--- config.mk ---
export PLATFORM = sky130hd
export DESIGN_NAME = utf8_codepoint_decoder
export DESIGN_NICKNAME = d
export VERILOG_FILES = /design/src/hdl/utf8d_pkg.sv /design/src/hdl/utf8d_in_stage.sv /design/src/hdl/utf8d_step.sv /design/src/hdl/utf8d_out_stage.sv /design/src/hdl/utf8_codepoint_decoder.sv
export SDC_FILE = /design/constraint.sdc
export NUM_CORES = 1
export LEC_CHECK = 0
export BUFFER_PORTS_ARGS = -buffer_cell sky130_fd_sc_hd__buf_2
export CAP_MARGIN = 0
export CELL_PAD_IN_SITES_DETAIL_PLACEMENT = 0
export CELL_PAD_IN_SITES_GLOBAL_PLACEMENT = 1
export CORE_MARGIN = 2
export CORE_UTILIZATION = 47
export CTS_CLUSTER_DIAMETER = 100
export DETAILED_ROUTE_END_ITERATION = 7
export HOLD_SLACK_MARGIN = 0.02
export MAX_ROUTING_LAYER = met4
export PLACE_DENSITY = 0.89
export SLEW_MARGIN = 20
export SYNTH_ARGS = -nofsm -noshare
export SYNTH_HDL_FRONTEND = slang
export SYNTH_SLANG_ARGS = --single-unit
--- constraint.sdc ---
create_clock -name clk -period 5.4 [get_ports clk]
set_input_delay 0.54 -clock clk [delete_from_list [all_inputs] [get_ports clk]]
set_output_delay 0.54 -clock clk [all_outputs]
set_load 0.005 [all_outputs]
--- src/hdl/utf8d_pkg.sv ---
package utf8d_pkg;

  localparam int unsigned CpWidth   = 21;
  localparam int unsigned KindWidth = 3;

  localparam logic [KindWidth-1:0] ERR_NONE      = 3'd0;
  localparam logic [KindWidth-1:0] ERR_BAD_LEAD  = 3'd1;
  localparam logic [KindWidth-1:0] ERR_BAD_CONT  = 3'd2;
  localparam logic [KindWidth-1:0] ERR_TRUNCATED = 3'd3;
  localparam logic [KindWidth-1:0] ERR_OVERLONG  = 3'd4;
  localparam logic [KindWidth-1:0] ERR_ABOVE_MAX = 3'd5;

  localparam logic [7:0] ASCII_END   = 8'h80;
  localparam logic [7:0] LEAD2_MIN   = 8'hC2;
  localparam logic [7:0] LEAD3_MIN   = 8'hE0;
  localparam logic [7:0] LEAD4_MIN   = 8'hF0;
  localparam logic [7:0] LEAD_BEYOND = 8'hF8;
  localparam logic [7:0] MASK2       = 8'h1F;
  localparam logic [7:0] MASK34      = 8'h0F;
  localparam logic [1:0] CONT_TAG    = 2'b10;

  localparam logic [CpWidth-1:0] MIN3   = 21'h000800;
  localparam logic [CpWidth-1:0] MIN4   = 21'h010000;
  localparam logic [CpWidth-1:0] CP_MAX = 21'h10FFFF;

  typedef struct packed {
    logic [7:0] text_byte;
    logic       end_of_text;
  } utf8d_item_t;

  typedef struct packed {
    logic [CpWidth-1:0]   code_point;
    logic [KindWidth-1:0] error_kind;
  } utf8d_result_t;

  typedef struct packed {
    logic          valid;
    utf8d_result_t result;
  } utf8d_res_bus_t;

endpackage

--- src/hdl/utf8d_in_stage.sv ---
module utf8d_in_stage
  import utf8d_pkg::*;
(
  input  logic        clk,
  input  logic        rst_n,
  input  logic        in_valid,
  input  utf8d_item_t in_item,
  input  logic        advance,
  output logic        in_stall,
  output logic        item_valid,
  output utf8d_item_t item
);

  logic        valid_r, valid_nxt;
  utf8d_item_t item_r;
  logic        take;

  assign in_stall  = valid_r && !advance;
  assign take      = in_valid && !in_stall;
  assign valid_nxt = take || (valid_r && !advance);

  always_ff @(posedge clk) begin
    if (!rst_n) begin
      valid_r <= 1'b0;
    end else begin
      valid_r <= valid_nxt;
    end
  end

  always_ff @(posedge clk) begin
    if (take) begin
      item_r <= in_item;
    end
  end

  assign item_valid = valid_r;
  assign item       = item_r;

endmodule

--- src/hdl/utf8d_step.sv ---
module utf8d_step
  import utf8d_pkg::*;
(
  input  logic           clk,
  input  logic           rst_n,
  input  logic           byte_mode,
  input  logic           advance,
  input  utf8d_item_t    item,
  output utf8d_res_bus_t res
);

  logic [CpWidth-1:0] partial_r, partial_nxt;
  logic [1:0]         pending_r, pending_nxt;
  logic [7:0]         lead_r, lead_nxt;

  logic [7:0]           b;
  logic [CpWidth-1:0]   shifted;
  logic [1:0]           pend_dec;
  logic                 emit;
  logic [CpWidth-1:0]   cp;
  logic [KindWidth-1:0] kind;

  assign b        = item.text_byte;
  assign shifted  = {partial_r[CpWidth-7:0], b[5:0]};
  assign pend_dec = pending_r - 2'd1;

  always_comb begin
    partial_nxt = partial_r;
    pending_nxt = pending_r;
    lead_nxt    = lead_r;
    emit        = 1'b0;
    cp          = '0;
    kind        = ERR_NONE;
    if (byte_mode) begin
      emit        = 1'b1;
      cp          = {{(CpWidth-8){1'b0}}, b};
      partial_nxt = '0;
      pending_nxt = 2'd0;
      lead_nxt    = '0;
    end else if (pending_r == 2'd0) begin
      if (b < ASCII_END) begin
        emit = 1'b1;
        cp   = {{(CpWidth-8){1'b0}}, b};
      end else if (b < LEAD2_MIN) begin
        emit = 1'b1;
        kind = ERR_BAD_LEAD;
      end else begin
        lead_nxt = b;
        if (b < LEAD3_MIN) begin
          partial_nxt = {{(CpWidth-8){1'b0}}, b & MASK2};
          pending_nxt = 2'd1;
        end else if (b < LEAD4_MIN) begin
          partial_nxt = {{(CpWidth-8){1'b0}}, b & MASK34};
          pending_nxt = 2'd2;
        end else begin
          partial_nxt = {{(CpWidth-8){1'b0}}, b & MASK34};
          pending_nxt = 2'd3;
        end
        if (item.end_of_text) begin
          emit        = 1'b1;
          kind        = ERR_TRUNCATED;
          partial_nxt = '0;
          pending_nxt = 2'd0;
          lead_nxt    = '0;
        end
      end
    end else if (b[7:6] != CONT_TAG) begin
      emit        = 1'b1;
      kind        = ERR_BAD_CONT;
      partial_nxt = '0;
      pending_nxt = 2'd0;
      lead_nxt    = '0;
    end else if (pend_dec != 2'd0) begin
      partial_nxt = shifted;
      pending_nxt = pend_dec;
      if (item.end_of_text) begin
        emit        = 1'b1;
        kind        = ERR_TRUNCATED;
        partial_nxt = '0;
        pending_nxt = 2'd0;
        lead_nxt    = '0;
      end
    end else begin
      emit        = 1'b1;
      partial_nxt = '0;
      pending_nxt = 2'd0;
      lead_nxt    = '0;
      if ((lead_r == LEAD3_MIN && shifted < MIN3) ||
          (lead_r == LEAD4_MIN && shifted < MIN4)) begin
        kind = ERR_OVERLONG;
      end else if (lead_r >= LEAD_BEYOND || shifted > CP_MAX) begin
        kind = ERR_ABOVE_MAX;
      end else begin
        cp = shifted;
      end
    end
  end

  always_ff @(posedge clk) begin
    if (!rst_n) begin
      partial_r <= '0;
      pending_r <= 2'd0;
      lead_r    <= '0;
    end else if (advance) begin
      partial_r <= partial_nxt;
      pending_r <= pending_nxt;
      lead_r    <= lead_nxt;
    end
  end

  assign res.valid             = advance && emit;
  assign res.result.code_point = cp;
  assign res.result.error_kind = kind;

endmodule

--- src/hdl/utf8d_out_stage.sv ---
module utf8d_out_stage
  import utf8d_pkg::*;
(
  input  logic           clk,
  input  logic           rst_n,
  input  utf8d_res_bus_t res,
  input  logic           out_stall,
  output logic           out_free,
  output logic           out_valid,
  output utf8d_result_t  out_result
);

  logic          valid_r, valid_nxt;
  utf8d_result_t result_r;

  assign out_free  = !valid_r || !out_stall;
  assign valid_nxt = out_free ? res.valid : valid_r;

  always_ff @(posedge clk) begin
    if (!rst_n) begin
      valid_r <= 1'b0;
    end else begin
      valid_r <= valid_nxt;
    end
  end

  always_ff @(posedge clk) begin
    if (out_free && res.valid) begin
      result_r <= res.result;
    end
  end

  assign out_valid  = valid_r;
  assign out_result = result_r;

endmodule

--- src/hdl/utf8_codepoint_decoder.sv ---
// UTF-8 decoder: one text byte per transaction, one code point (or error kind) per
// finished sequence, nothing while a sequence is still open. A byte goes through an
// input register, one combinational decode step against the held sequence state, and
// an output register, and a new byte is taken every cycle;
// the only throttle is out_stall, which reaches in_stall through the full input
// register. On any error the code point is 0 and the decoder is idle again.
// cfg_wr_data selects byte mode (each byte passes through as its own code point);
// write it only while no transaction is in flight.
module utf8_codepoint_decoder
  import utf8d_pkg::*;
(
  input  logic                 clk,
  input  logic                 rst_n,
  input  logic                 cfg_wr_en,
  input  logic                 cfg_wr_data,
  input  logic                 in_valid,
  output logic                 in_stall,
  input  logic [7:0]           in_text_byte,
  input  logic                 in_end_of_text,
  output logic                 out_valid,
  input  logic                 out_stall,
  output logic [CpWidth-1:0]   out_code_point,
  output logic [KindWidth-1:0] out_error_kind
);

  logic           byte_mode_r;
  logic           item_valid;
  utf8d_item_t    in_item;
  utf8d_item_t    item;
  logic           out_free;
  logic           advance;
  utf8d_res_bus_t res;
  utf8d_result_t  out_result;

  always_ff @(posedge clk) begin
    if (!rst_n) begin
      byte_mode_r <= 1'b0;
    end else if (cfg_wr_en) begin
      byte_mode_r <= cfg_wr_data;
    end
  end

  assign in_item.text_byte   = in_text_byte;
  assign in_item.end_of_text = in_end_of_text;
  assign advance             = item_valid && out_free;

  utf8d_in_stage u_in (
    .clk       (clk),
    .rst_n     (rst_n),
    .in_valid  (in_valid),
    .in_item   (in_item),
    .advance   (advance),
    .in_stall  (in_stall),
    .item_valid(item_valid),
    .item      (item)
  );

  utf8d_step u_step (
    .clk      (clk),
    .rst_n    (rst_n),
    .byte_mode(byte_mode_r),
    .advance  (advance),
    .item     (item),
    .res      (res)
  );

  utf8d_out_stage u_out (
    .clk       (clk),
    .rst_n     (rst_n),
    .res       (res),
    .out_stall (out_stall),
    .out_free  (out_free),
    .out_valid (out_valid),
    .out_result(out_result)
  );

  assign out_code_point = out_result.code_point;
  assign out_error_kind = out_result.error_kind;

  a_err_zero_cp: assert property (@(posedge clk) disable iff (!rst_n)
    out_valid && out_error_kind != ERR_NONE |-> out_code_point == '0)
    else $error("error transaction with nonzero code point");

  a_cp_range: assert property (@(posedge clk) disable iff (!rst_n)
    out_valid && !byte_mode_r |-> out_code_point <= CP_MAX)
    else $error("code point above maximum");

  a_stall_only_when_full: assert property (@(posedge clk) disable iff (!rst_n)
    !item_valid |-> !in_stall)
    else $error("input stalled with empty input register");

  a_no_emit_without_room: assert property (@(posedge clk) disable iff (!rst_n)
    res.valid |-> out_free)
    else $error("result produced while output register busy");

endmodule
==> run_results.csv <==
group,metric,value,unit
timing,max_freq,398,MHz
route,routed-via-count,1988,
floorplan,die_area,6180,sq um
grt,grt-ovfl-total,0,
setup_path,critPathLaunchType,"flop",
setup_path,arrival,2.80,ns
grt,grt_max_degree,22,
synth,yosysSeqAreaShare,59.3,%
route,drcViolationCount,0,
synth,ys_ff_latch,61,
timing,fin_setup_tns,0,ns
synth,synth_edf_count,33,
power,total_power,1.04,mW
grt,antenna_found_initial,0,
clock_tree,clockBufferDepth,2,
synth,yosysUniqueCellTypes,44,
timing,clock_skew,0.00982,ns
clock_tree,clock_sinks,61,
synth,syn_inst,234,
timing,report.final.slew_viol_count,0,
setup_path,worstSetupPathType,"reg -> reg",
timing,setup_viol,0,
route,first_pass_iters,4,
synth,syn_avg_cell_area,11.2,sq um
layout,fin_area,3070,sq um
placement,place_congestion,0.912,
layout,syn_to_final_growth,17.4,%
timing,min_period_over_period,46.6,%
floorplan,io_pins,41,
power,leakage,1.18,nW
synth,synth_fp_nets,251,
synth,synthArstFlopShare,0,%
clock_tree,cts-buffers-inserted,9,
route,wl_per_cell,15.2,microns
timing,worst_slew_pin_slew,0.779,ns
route,routed_wl,5.29,mm
grt,grtUsageTotal,18.9,%
clock_tree,cts_hold_buf,0,
timing,slew_headroom,48.0,%
placement,dpl.hpwl,3.57,mm
timing,fin_crit,2.52,ns
layout,drive_gt1_share,23.5,%
layout,num-nets-final,289,
setup_path,critPathMaxFanout,17,
route,via_per_inst,5.70,
setup_path,cp-end-kind,"flop",
layout,fillers,469,
route,final_antenna_net_count,0,
layout,mostFrequentLayoutCells,"40 x buf_2, 33 x edfxtp_1, 28 x dfxtp_1",
run,cap_viol_max_count,0,
floorplan,coreArea,5440,sq um
layout,multi_input_area,980,sq um
setup_path,required,5.68,ns
layout,final_util,56.5,%
grt,grt_pass1_wl,8.51,mm
layout,diodes,0,
floorplan,floorplan.initialDensity,48.1,%
timing,hold_viol,0,
floorplan,fp.dieH,78.6,microns
power,vdd_drop_max,0.000282,V
layout,layout_commonest_cell,"buf_2",
clock_tree,clk_pin_slew,0.07,ns
timing,rsz0062_at_grt,"no",
power,p_per_area,338,nW/um^2
clock_tree,postCtsSetupBuffers,0,
clock_tree,clk_latency,0.35,ns
synth,syn_area,2620,sq um
clock_tree,cts_tree,"done",
placement,placed_cell_area,2860,sq um
layout,seq_area,1550,sq um
clock_tree,cts-resized-gates,0,
clock_tree,htree_levels,3,
floorplan,die_w,78.6,microns
grt,grt_pass1_vias,1761,
synth,ys.flop_type,"edfxtp_1",
worst_hold_path,min_path_type,"in -> reg",
synth,synth_warnings,0,
route,drt_iter0_drc,277,
floorplan,num_rows,27,
placement,io_buffers,40,
clock_tree,cts-root-buf,"clkbuf_8",
status,outcome,"complete, no violations",
==> cell families (layout without fill, tap and decap cells) <==
| group | Yosys count | after routing | share of synthesized area [%] |
|---|---|---|---|
| simple gates | 82 | 82 | 17.7 |
| flops | 61 | 61 | 59.3 |
| compound gates | 59 | 59 | 14.7 |
| buf+inv | 21 | 64 | 3.92 |
| mux | 9 | 9 | 3.44 |
| fa+ha+maj | 2 | 2 | 0.956 |
==> worst paths after layout <==
path	from	to	slack, ns	cells after the start
min reg2reg	u_step.lead_r[7]$_SDFFE_PN0P_	u_step.lead_r[7]$_SDFFE_PN0P_	0.46	2
min	in_text_byte[3]	u_in.item[4]$_DFFE_PP_	0.36	1
max	u_step.pending_r[1]$_SDFFE_PN0P_	u_step.lead_r[3]$_SDFFE_PN0P_	2.88	6
max reg2reg	u_step.pending_r[1]$_SDFFE_PN0P_	u_step.lead_r[3]$_SDFFE_PN0P_	2.88	6
==> layout make-up <==
cell class | count | area share, %
Sequential cell | 61 | 50.5
Multi-Input combinational cell | 152 | 31.9
Timing Repair Buffer | 42 | 7.01
Clock buffer | 9 | 4.03
Tap cell | 72 | 2.93
Clock inverter | 7 | 2.89
Inverter | 6 | 0.733
==> sequential cells by signal, indices dropped and copies added (netlist names) <==
name	cells
u_in.item_valid	1
u_step.lead_r	8
u_step.partial_r	15
u_out.out_valid	1
byte_mode_r	1
u_in.item	9
u_step.pending_r	2
u_out.out_result	24
==> synth_stat cells, types with 2 or more instances <==
cell      number  share of area (%)
a21oi_1       20                3.8
a22o_1         3                1.0
and2_1        15                3.6
and3_1         4               0.96
buf_1          2               0.29
buf_2          3               0.57
buf_6          2               0.86
clkbuf_1       6               0.86
dfxtp_1       28                 21
edfxtp_1      33                 38
ha_1           2               0.96
inv_1          5               0.72
mux2i_1        9                3.4
nand2_1       20                2.9
nand2b_1       2               0.48
nand3_1        3               0.57
nand4_1       14                3.3
nor2_1        10                1.4
nor2b_1        4               0.96
nor3_1         2               0.38
nor4b_2        2                1.1
o21a_1         8                2.3
o21ai_0       15                2.9
or4_1          2               0.57
==> power by group <==
part / total (mW) / switching, mW / internal, mW
combinational: 0.0813 / 0.0509 / 0.0304
clock: 0.437 / 0.180 / 0.257
sequential: 0.521 / 0.0127 / 0.508
==> worst max-delay path, stage by stage (launching register included) <==
cell and delay, ns:
dfxtp_1 0.32, inv_1 0.08, ha_1 0.47, nor4b_2 0.37, a22o_1 0.51, or3_1 0.45
mux2i_1 0.24
==> metrics by stage <==
stage	std cells	setup WS [ns]	hold slack [ns]
after global routing	349	2.68	0.356
after detailed placement	333	2.92	0.454
after global placement	333	3.02	0.441
after floorplan	234	1.93	0.434
final	349	2.88	0.365
after CTS	349	2.90	0.362
==> layer usage <==
metal / wire, microns / part of all wire (%) / up-vias / track usage (%)
met3: 323 / 6.1 / 20 / 4.94
met5: 0 / 0 / - / -
li1: - / - / 945 / -
met2: 2420 / 46 / 75 / 26.1
met4: 181 / 3.4 / 0 / 12.1
met1: 2360 / 45 / 948 / 24.5
(Power assumes the default switching activity.)
